$ cat src/rtl/core/double_buffered_line_receiver_assert.svh
// Assertion helpers shared by the receiver RTL.
`ifndef DOUBLE_BUFFERED_LINE_RECEIVER_ASSERT_SVH
`define DOUBLE_BUFFERED_LINE_RECEIVER_ASSERT_SVH

// Same-cycle implication, disabled while reset is high.
`define DBLR_ASSERT_NOW(label, clk, rst, ante, cons, msg) \
   label: assert property (@(posedge clk) disable iff (rst) (ante) |-> (cons)) \
      else $error(msg);

// Next-cycle implication, disabled while reset is high.
`define DBLR_ASSERT_NEXT(label, clk, rst, ante, cons, msg) \
   label: assert property (@(posedge clk) disable iff (rst) (ante) |=> (cons)) \
      else $error(msg);

`endif

$ cat src/rtl/core/dblr_pkg.sv
package dblr_pkg;

   // Field widths of the item and result channels.
   localparam int ACTION_W = 2;
   localparam int BYTE_W   = 8;
   localparam int POS_W    = 7;
   localparam int COUNT_W  = 16;

   // Line banks: two banks of LINE_SIZE bytes each.
   localparam int LINE_SIZE   = 128;
   localparam int STORE_DEPTH = 2 * LINE_SIZE;
   localparam int ADDR_W      = $clog2(STORE_DEPTH);

   localparam logic [BYTE_W-1:0] END_CHAR_RESET = BYTE_W'(13);

   // Action codes.
   localparam logic [ACTION_W-1:0] ACT_RECEIVE = 2'd0;
   localparam logic [ACTION_W-1:0] ACT_READ    = 2'd1;
   localparam logic [ACTION_W-1:0] ACT_TAKE    = 2'd2;

   // Status carried from the accept stage to the result register.
   typedef struct packed {
      logic               line_ready;
      logic [POS_W-1:0]   line_length;
      logic               taken;
      logic               read_hit;
      logic [COUNT_W-1:0] byte_overflows;
      logic [COUNT_W-1:0] line_overflows;
   } stat_type;

endpackage

$ cat src/rtl/core/dblr_if.sv
interface dblr_req_if;
   logic                               valid;
   logic                               ready;
   logic [dblr_pkg::ACTION_W-1:0]      action;
   logic [dblr_pkg::BYTE_W-1:0]        rx_byte;
   logic [dblr_pkg::POS_W-1:0]         read_pos;

   modport source (output valid, action, rx_byte, read_pos, input ready);
   modport sink   (input valid, action, rx_byte, read_pos, output ready);
endinterface

interface dblr_rsp_if;
   logic                               valid;
   logic                               ready;
   logic                               line_ready;
   logic [dblr_pkg::POS_W-1:0]         line_length;
   logic                               taken;
   logic [dblr_pkg::BYTE_W-1:0]        read_data;
   logic [dblr_pkg::COUNT_W-1:0]       byte_overflows;
   logic [dblr_pkg::COUNT_W-1:0]       line_overflows;

   modport source (output valid, line_ready, line_length, taken, read_data,
                   byte_overflows, line_overflows, input ready);
   modport sink   (input valid, line_ready, line_length, taken, read_data,
                   byte_overflows, line_overflows, output ready);
endinterface

interface dblr_csr_if;
   logic                               valid;
   logic                               ready;
   logic [dblr_pkg::BYTE_W-1:0]        end_char;

   modport source (output valid, end_char, input ready);
   modport sink   (input valid, end_char, output ready);
endinterface

$ cat src/rtl/core/dblr_ram.sv
module dblr_ram #(
   parameter int WIDTH = 8,
   parameter int DEPTH = 256
) (
   input  logic                     clock,
   input  logic                     we,
   input  logic                     re,
   input  logic [$clog2(DEPTH)-1:0] addr,
   input  logic [WIDTH-1:0]         wdata,
   output logic [WIDTH-1:0]         rdata
);

   logic [WIDTH-1:0] mem_ff [DEPTH];
   logic [WIDTH-1:0] rdata_ff;

   always_ff @(posedge clock) begin
      if (we) begin
         mem_ff[addr] <= wdata;
      end
      // Hold read data until the next read.
      if (re) begin
         rdata_ff <= mem_ff[addr];
      end
   end

   assign rdata = rdata_ff;

endmodule

$ cat src/rtl/core/double_buffered_line_receiver.sv
// Path: an item transfer loads the accept stage (s1), then the result register;
//   rsp valid rises when the item moves from s1 into the result register.
// Throughput: one item per cycle while results drain; the single store port serves either the
//   byte write of a receive or the byte read of a read action.
// Reset: synchronous, active high; clears bank/index/flag/counters and sets
//   end_char to 13. The line store is not cleared and needs no clearing pass.
module double_buffered_line_receiver (
   input  logic        clock,
   input  logic        reset,
   dblr_req_if.sink    req_if,
   dblr_rsp_if.source  rsp_if,
   dblr_csr_if.sink    csr_if
);
   import dblr_pkg::*;

   function automatic logic [COUNT_W-1:0] sat_inc(input logic [COUNT_W-1:0] v);
      return (v == {COUNT_W{1'b1}}) ? v : v + COUNT_W'(1);
   endfunction

   // ---------------------------------------------------------------
   // Architectural state
   // ---------------------------------------------------------------
   logic [BYTE_W-1:0]  end_char_ff;
   logic [POS_W-1:0]   write_index_ff, write_index_in;
   logic               fill_bank_ff,   fill_bank_in;
   logic               ready_flag_ff,  ready_flag_in;
   logic [POS_W-1:0]   ready_len_ff,   ready_len_in;
   logic               ready_bank_ff,  ready_bank_in;
   logic [COUNT_W-1:0] byte_ovf_ff,    byte_ovf_in;
   logic [COUNT_W-1:0] line_ovf_ff,    line_ovf_in;

   // Pipeline: accept stage (s1) and result register.
   logic     s1_valid_ff, s1_valid_in;
   stat_type s1_stat_ff,  s1_stat_in;
   logic     rsp_valid_ff;
   stat_type rsp_stat_ff;
   logic [BYTE_W-1:0] rsp_data_ff;

   logic              req_accept;
   logic              s1_advance;
   logic              ram_we, ram_re;
   logic [ADDR_W-1:0] ram_addr;
   logic [BYTE_W-1:0] ram_rdata;
   logic [POS_W:0]    index_inc;
   logic              taken_now;
   logic              read_hit_now;
   logic [POS_W-1:0]  take_len;

   // Configuration: always ready; the user must write it only while idle (not enforced here).
   assign csr_if.ready = 1'b1;

   always_ff @(posedge clock) begin
      if (reset) begin
         end_char_ff <= END_CHAR_RESET;
      end else if (csr_if.valid) begin
         end_char_ff <= csr_if.end_char;
      end
   end

   // Advance s1 whenever the result register is free or being drained;
   // take a new item only if s1 will be empty. A stalled s1 thus never sees
   // a new RAM read, so the RAM read data stays put under it.
   assign s1_advance   = !rsp_valid_ff || rsp_if.ready;
   assign req_if.ready = !s1_valid_ff || s1_advance;
   assign req_accept   = req_if.valid && req_if.ready;

   assign index_inc = {1'b0, write_index_ff} + (POS_W+1)'(1);

   // ---------------------------------------------------------------
   // Next state for one item
   // ---------------------------------------------------------------
   always_comb begin
      write_index_in = write_index_ff;
      fill_bank_in   = fill_bank_ff;
      ready_flag_in  = ready_flag_ff;
      ready_len_in   = ready_len_ff;
      ready_bank_in  = ready_bank_ff;
      byte_ovf_in    = byte_ovf_ff;
      line_ovf_in    = line_ovf_ff;
      taken_now      = 1'b0;
      read_hit_now   = 1'b0;
      take_len       = '0;
      ram_we         = 1'b0;
      ram_re         = 1'b0;
      ram_addr       = {fill_bank_ff, write_index_ff};

      case (req_if.action)
         ACT_RECEIVE: begin
            // Store the byte first, then end the line, or wrap or advance the index.
            ram_we = req_accept;
            if (req_if.rx_byte == end_char_ff) begin
               if (!ready_flag_ff) begin
                  ready_flag_in = 1'b1;
                  ready_len_in  = write_index_ff;
                  ready_bank_in = fill_bank_ff;
               end else begin
                  line_ovf_in = sat_inc(line_ovf_ff);
               end
               fill_bank_in   = ~fill_bank_ff;
               write_index_in = '0;
            end else if (index_inc == (POS_W+1)'(LINE_SIZE)) begin
               // Overlong line: wrap the index and count it.
               byte_ovf_in    = sat_inc(byte_ovf_ff);
               write_index_in = '0;
            end else begin
               write_index_in = index_inc[POS_W-1:0];
            end
         end
         ACT_READ: begin
            ram_re       = req_accept;
            ram_addr     = {ready_bank_ff, req_if.read_pos};
            read_hit_now = ready_flag_ff && (req_if.read_pos < ready_len_ff);
         end
         ACT_TAKE: begin
            if (ready_flag_ff) begin
               ready_flag_in = 1'b0;
               taken_now     = 1'b1;
               take_len      = ready_len_ff;
            end
         end
         default: begin
            // Unused action: no state change, status only.
         end
      endcase
   end

   // Result status for the accepted item.
   always_comb begin
      s1_stat_in.line_ready     = ready_flag_in;
      s1_stat_in.line_length    = (req_if.action == ACT_TAKE) ? take_len :
                                  (ready_flag_in ? ready_len_in : '0);
      s1_stat_in.taken          = taken_now;
      s1_stat_in.read_hit       = read_hit_now;
      s1_stat_in.byte_overflows = byte_ovf_in;
      s1_stat_in.line_overflows = line_ovf_in;
   end

   always_comb begin
      if (req_accept) begin
         s1_valid_in = 1'b1;
      end else if (s1_advance) begin
         s1_valid_in = 1'b0;
      end else begin
         s1_valid_in = s1_valid_ff;
      end
   end

   // Commit state on each item transfer.
   always_ff @(posedge clock) begin
      if (reset) begin
         write_index_ff <= '0;
         fill_bank_ff   <= 1'b0;
         ready_flag_ff  <= 1'b0;
         ready_len_ff   <= '0;
         ready_bank_ff  <= 1'b0;
         byte_ovf_ff    <= '0;
         line_ovf_ff    <= '0;
      end else if (req_accept) begin
         write_index_ff <= write_index_in;
         fill_bank_ff   <= fill_bank_in;
         ready_flag_ff  <= ready_flag_in;
         ready_len_ff   <= ready_len_in;
         ready_bank_ff  <= ready_bank_in;
         byte_ovf_ff    <= byte_ovf_in;
         line_ovf_ff    <= line_ovf_in;
      end
   end

   // Line store: both banks in one RAM, bank bit on top of the address.
   dblr_ram #(
      .WIDTH (BYTE_W),
      .DEPTH (STORE_DEPTH)
   ) u_line_store (
      .clock (clock),
      .we    (ram_we),
      .re    (ram_re),
      .addr  (ram_addr),
      .wdata (req_if.rx_byte),
      .rdata (ram_rdata)
   );

   // Accept stage and result register.
   always_ff @(posedge clock) begin
      if (reset) begin
         s1_valid_ff  <= 1'b0;
         rsp_valid_ff <= 1'b0;
      end else begin
         s1_valid_ff <= s1_valid_in;
         if (s1_advance) begin
            rsp_valid_ff <= s1_valid_ff;
         end
      end
   end

   always_ff @(posedge clock) begin
      if (req_accept) begin
         s1_stat_ff <= s1_stat_in;
      end
      if (s1_advance && s1_valid_ff) begin
         rsp_stat_ff <= s1_stat_ff;
         // Out-of-range reads and non-read actions give zero.
         rsp_data_ff <= s1_stat_ff.read_hit ? ram_rdata : '0;
      end
   end

   assign rsp_if.valid          = rsp_valid_ff;
   assign rsp_if.line_ready     = rsp_stat_ff.line_ready;
   assign rsp_if.line_length    = rsp_stat_ff.line_length;
   assign rsp_if.taken          = rsp_stat_ff.taken;
   assign rsp_if.read_data      = rsp_data_ff;
   assign rsp_if.byte_overflows = rsp_stat_ff.byte_overflows;
   assign rsp_if.line_overflows = rsp_stat_ff.line_overflows;

   // ---------------------------------------------------------------
   // Assertions
   // ---------------------------------------------------------------
`include "double_buffered_line_receiver_assert.svh"

   // A held s1 stage must block new transfers, or its RAM data would move.
   `DBLR_ASSERT_NOW(a_stall_blocks, clock, reset, s1_valid_ff && !s1_advance,
      !req_accept, "item taken while s1 stalled")
   // Overflow counters saturate and never go down; the byte counter is checked here.
   `DBLR_ASSERT_NEXT(a_byte_ovf_mono, clock, reset, 1'b1,
      byte_ovf_ff >= $past(byte_ovf_ff), "byte overflow count fell")
   // A line is published only by a receive transfer.
   `DBLR_ASSERT_NOW(a_ready_source, clock, reset, $rose(ready_flag_ff),
      $past(req_accept) && ($past(req_if.action) == ACT_RECEIVE),
      "line published without a receive")
   // A take result never carries read data.
   `DBLR_ASSERT_NOW(a_take_no_data, clock, reset, rsp_valid_ff && rsp_stat_ff.taken,
      rsp_data_ff == '0, "take result with read data")

endmodule
$ cat src/flat_wrapper.sv
// flat-port wrapper written by rule: the top's interface ports become plain ports
module double_buffered_line_receiver_flat import dblr_pkg::*;
  (clock, reset, req_if_valid, req_if_action, req_if_rx_byte, req_if_read_pos, req_if_ready, rsp_if_valid, rsp_if_line_ready, rsp_if_line_length, rsp_if_taken, rsp_if_read_data, rsp_if_byte_overflows, rsp_if_line_overflows, rsp_if_ready, csr_if_valid, csr_if_end_char, csr_if_ready);
  dblr_req_if req_if_i ();
  dblr_rsp_if rsp_if_i ();
  dblr_csr_if csr_if_i ();
  input  logic clock;
  input  logic reset;
  input wire logic [$bits(req_if_i.valid)-1:0] req_if_valid;
  input wire logic [$bits(req_if_i.action)-1:0] req_if_action;
  input wire logic [$bits(req_if_i.rx_byte)-1:0] req_if_rx_byte;
  input wire logic [$bits(req_if_i.read_pos)-1:0] req_if_read_pos;
  output wire logic [$bits(req_if_i.ready)-1:0] req_if_ready;
  output wire logic [$bits(rsp_if_i.valid)-1:0] rsp_if_valid;
  output wire logic [$bits(rsp_if_i.line_ready)-1:0] rsp_if_line_ready;
  output wire logic [$bits(rsp_if_i.line_length)-1:0] rsp_if_line_length;
  output wire logic [$bits(rsp_if_i.taken)-1:0] rsp_if_taken;
  output wire logic [$bits(rsp_if_i.read_data)-1:0] rsp_if_read_data;
  output wire logic [$bits(rsp_if_i.byte_overflows)-1:0] rsp_if_byte_overflows;
  output wire logic [$bits(rsp_if_i.line_overflows)-1:0] rsp_if_line_overflows;
  input wire logic [$bits(rsp_if_i.ready)-1:0] rsp_if_ready;
  input wire logic [$bits(csr_if_i.valid)-1:0] csr_if_valid;
  input wire logic [$bits(csr_if_i.end_char)-1:0] csr_if_end_char;
  output wire logic [$bits(csr_if_i.ready)-1:0] csr_if_ready;
  assign req_if_i.valid = req_if_valid;
  assign req_if_i.action = req_if_action;
  assign req_if_i.rx_byte = req_if_rx_byte;
  assign req_if_i.read_pos = req_if_read_pos;
  assign req_if_ready = req_if_i.ready;
  assign rsp_if_valid = rsp_if_i.valid;
  assign rsp_if_line_ready = rsp_if_i.line_ready;
  assign rsp_if_line_length = rsp_if_i.line_length;
  assign rsp_if_taken = rsp_if_i.taken;
  assign rsp_if_read_data = rsp_if_i.read_data;
  assign rsp_if_byte_overflows = rsp_if_i.byte_overflows;
  assign rsp_if_line_overflows = rsp_if_i.line_overflows;
  assign rsp_if_i.ready = rsp_if_ready;
  assign csr_if_i.valid = csr_if_valid;
  assign csr_if_i.end_char = csr_if_end_char;
  assign csr_if_ready = csr_if_i.ready;
  double_buffered_line_receiver u_core (.clock(clock), .reset(reset), .req_if(req_if_i), .rsp_if(rsp_if_i), .csr_if(csr_if_i));
endmodule
$ cat config.mk
export PLATFORM = sky130hd
export DESIGN_NAME = double_buffered_line_receiver_flat
export DESIGN_NICKNAME = d
export VERILOG_FILES = /design/src/rtl/core/dblr_pkg.sv /design/src/rtl/core/dblr_if.sv /design/src/rtl/core/dblr_ram.sv /design/src/rtl/core/double_buffered_line_receiver.sv /design/src/flat_wrapper.sv
export VERILOG_INCLUDE_DIRS = /design/src /design/src/rtl/core
export SDC_FILE = /design/constraint.sdc
export NUM_CORES = 2
export LEC_CHECK = 0
export BUFFER_PORTS_ARGS = -buffer_cell sky130_fd_sc_hd__buf_2
export CORE_AREA = 2 2 409 411
export DETAILED_ROUTE_END_ITERATION = 6
export DIE_AREA = 0 0 411 413
export PLACE_DENSITY = 0.64
export SYNTH_ARGS = -nofsm -noshare
export SYNTH_HDL_FRONTEND = slang
export SYNTH_SLANG_ARGS = --single-unit
export TNS_END_PERCENT = 30
$ cat constraint.sdc
create_clock -name clock -period 5.6 [get_ports clock]
set_input_delay 0.28 -clock clock [delete_from_list [all_inputs] [get_ports clock]]
set_output_delay 0.28 -clock clock [all_outputs]
set_load 0.005 [all_outputs]
==> flow_metrics.py <==
metrics = {
    "drt": {
        "first_pass_iters": 6,
        "vias": 46600,
        "drt_iter0_drc": 6381,
        "drt_wl_total_mm": 218,
        "viasPerCell": 6.54,
        "ant_nets": 0,
        "drc": 0,
        "avgRoutedWirePerCell_um": 30.6,
    },
    "logic_synthesis": {
        "synth-seq-area-share_pct": 80.0,
        "synthAdderAreaFrac_pct": 0.137,
        "dominantRegCellSynth": "edfxtp_1",
        "synth.area.top_cells": "edfxtp_1, a22o_1, a221oi_1",
        "synth_top_family_by_area": "compound AO/OA/AOI/OAI gates",
        "syn_inst": 4631,
        "syn-cell-area_um2": 82100,
        "synth.area.mux_share_pct": 0.212,
        "async_flop_share_pct": 0,
        "yosysTopAreaCellShare_pct": 78.6,
        "yosys.cell_count.top_type": "edfxtp_1",
        "yosysWarnings": 0,
        "yosys.area_share.simple_pct": 3.35,
        "synth.distinct_cells": 59,
        "synth_compound_area_share_pct": 13.8,
        "synth_top_area_cell": "edfxtp_1",
        "synth_edf_count": 2147,
        "synth-xor-area-share_pct": 0.523,
        "yosys-top-cells-count": "edfxtp_1, a22o_1, a221oi_1",
        "postSynthAreaPerCell_um2": 17.7,
        "synth-seq-cells": 2206,
        "syn_nets": 4670,
    },
    "power_and_ir_drop": {
        "power_density_nw_per_um2": 363,
        "power.leakage_nw": 28.5,
        "peakVddDrop_mv": 0.263,
    },
    "critical_path": {
        "cp.required_ns": 6.20,
        "crit_top_cell": "buf_4",
        "cp-start-kind": "primary input",
        "cp_cell_sequence": "dlygate4sd3_1, buf_2, nor2b_4, o31ai_4, buf_4, buf_4, buf_4, a221oi_1, o22ai_1, nor4_1, nand2_1, a2111o_1",
        "worstPathArrival_ns": 5.23,
        "ff2ff_path_depth": 9,
        "worstSetupPathType": "primary input to flip-flop",
        "r2r_setup_slack_ns": 1.08,
        "crit_path_end_kind": "flip-flop",
        "critPathMaxStageDelay_ns": 0.91,
        "crit_slowest_cell": "nor4_1",
        "critPathMaxFanout": 55,
    },
    "floorplan": {
        "start_util_pct": 49.5,
        "rows": 150,
        "die_area_um2": 170000,
        "io_pins": 82,
        "dieWidth_um": 411,
        "dieHeight_um": 413,
        "core_area_um2": 166000,
    },
    "global_route": {
        "overflow": 0,
        "grt_pass1_vias": 44500,
        "track_usage_pct": 25.3,
        "antenna_found_initial": 9,
        "grt_pass1_wl_mm": 313,
        "grt_max_degree": 205,
    },
    "cts": {
        "cts_tree": "yes",
        "root_buffer": "clkbuf_16",
        "h-tree-depth": 4,
        "cts_buffers": 208,
        "cts.sinks": 2206,
        "max-clock-path-buffers": 3,
        "post_cts_buffers": 0,
        "clkLatencyLatePin_ns": 0.85,
        "cts.clk_slew.worst_paths_ns": 0.06,
    },
    "placed_design": {
        "place.detailed.hpwl_mm": 130,
        "gp_congestion": 0.861,
        "placed_cell_area_um2": 85100,
        "port_buffers": 80,
    },
    "sta": {
        "max_freq_mhz": 216,
        "worst_slew_pin_slew_ns": 1.35,
        "setup_viol_count_final": 0,
        "maxSlewHeadroom_pct": 9.41,
        "drv_slew": 0,
        "fin_tns_setup_ns": 0,
        "rsz0062_at_grt": "no",
        "final_hold_viol_count": 0,
        "finalCriticalPeriod_ns": 4.63,
        "fin_crit_sh_pct": 82.6,
        "skew_ns": 0.0498,
    },
    "flow_run": {
        "cap_violations": 0,
    },
    "cells_and_area": {
        "drive_above_1_share_pct": 10.7,
        "fin_nets": 4786,
        "synthToLayoutAreaGrowth_pct": 12.1,
        "fin_area_um2": 92000,
    },
    "hold_path": {
        "min_path_cells": 2,
        "hold_class": "primary input to flip-flop",
    },
    "run_status": {
        "outcome": "completed",
    },
}
[path summary, 6_finish.rpt]
kind	from	endpoint
setup reg to reg	u_core.write_index_ff[0]	u_core.u_line_store.rdata[3]
hold / removal	reset	u_core.line_ovf_ff[9]
setup / recovery	req_if_action[0]	u_core.u_line_store.rdata[3]
hold reg to reg	u_core.s1_stat_ff[25]	u_core.rsp_if.byte_overflows[9]
[layout by cell type (no fill, tap or decap), types with 68 or more instances in the layout]
cell / Yosys / layout
a22o_1: 519 / 519
buf_2: 121 / 72
nand2_1: 86 / 83
nor4_1: 69 / 68
a221oi_1: 512 / 512
o22ai_1: 256 / 256
clkbuf_16: 0 / 211
edfxtp_1: 2147 / 2147
nor2_1: 327 / 327
buf_4: 3 / 120
[layout make-up]
| type | instances | area [um2] |
|---|---|---|
| repair buffers | 247 | 2020 |
| flip-flops and latches | 2206 | 65700 |
| clock buffers | 246 | 5410 |
| diodes | 3 | 7.51 |
| well taps | 2204 | 2760 |
| multi-input cells | 2072 | 14900 |
| fillers | 12500 | 73900 |
| inverters | 12 | 45.0 |
| clock inverters | 130 | 1240 |
[repair_timing]
item / 4_1_cts / 5_1_grt
endpoints found under the hold margin: 235 / 0
hold buffers: 30 / 0
resized for setup: 0 / 0
setup endpoints to repair: 0 / 0
[kinds of logic (layout without fill, tap and decap cells)]
| logic type | after synthesis | after routing |
|---|---|---|
| buf+inv | 353 | 635 |
| other cells | 1 | 4 |
| xor+xnor | 49 | 49 |
| mux | 17 | 17 |
| flops | 2206 | 2206 |
| simple gates | 602 | 602 |
| fa+ha+maj | 9 | 9 |
| compound gates | 1394 | 1394 |
[layer usage]
metal  up-vias  share of wire [%]  routed length, um  global-route usage, %
met2      2521                 47             102000                   39.0
met4         6                3.3               7130                   8.91
met1     23900                 41              88600                   36.5
met5         -              0.017                 36                      0
li1      19800                  -                  -                      -
met3       388                9.3              20400                   4.42
[report_power, final]
group / total [mW] / switching [mW] / internal (mW)
Clock: 13.8 / 6.05 / 7.73
Combinational: 1.46 / 1.02 / 0.444
Sequential: 18.2 / 0.0230 / 18.1
Total: 33.4 / 7.09 / 26.3
[sequential cells by signal (all words and copies together) (netlist names), 7 cells and up]
| register | flops |
|---|---|
| u_core.byte_ovf_ff | 16 |
| u_core.end_char_ff | 8 |
| u_core.line_ovf_ff | 16 |
| u_core.ready_len_ff | 7 |
| u_core.rsp_if.byte_overflows | 16 |
| u_core.rsp_if.line_length | 7 |
| u_core.rsp_if.line_overflows | 16 |
| u_core.rsp_if.read_data | 8 |
| u_core.s1_stat_ff | 42 |
| u_core.u_line_store.mem_ff | 2048 |
| u_core.u_line_store.rdata | 8 |
| u_core.write_index_ff | 7 |
[per-stage QoR]
stage          power, mW  utilization [%]  hold slack (ns)  instances  setup WS, ns
6_report            33.4             55.5            0.143       7120         0.974
5_1_grt             34.3             55.5            0.131       7118         0.854
4_1_cts             33.5             55.5           0.0731       7116          1.04
3_5_place_dp        19.9             51.3            0.405       6710         0.708
3_3_place_gp        19.9             51.3            0.402       6710         0.672
2_1_floorplan       19.2                -            0.379       4631          2.48
[critical path, delay by kind of cell]
kind	cells	cell delay, ns
AOI/OAI and AO/OA	4	1.33
buffers and inverters	5	1.66
and+or+nand+nor	3	1.83
Note: power is estimated with default switching activity, not from simulation.
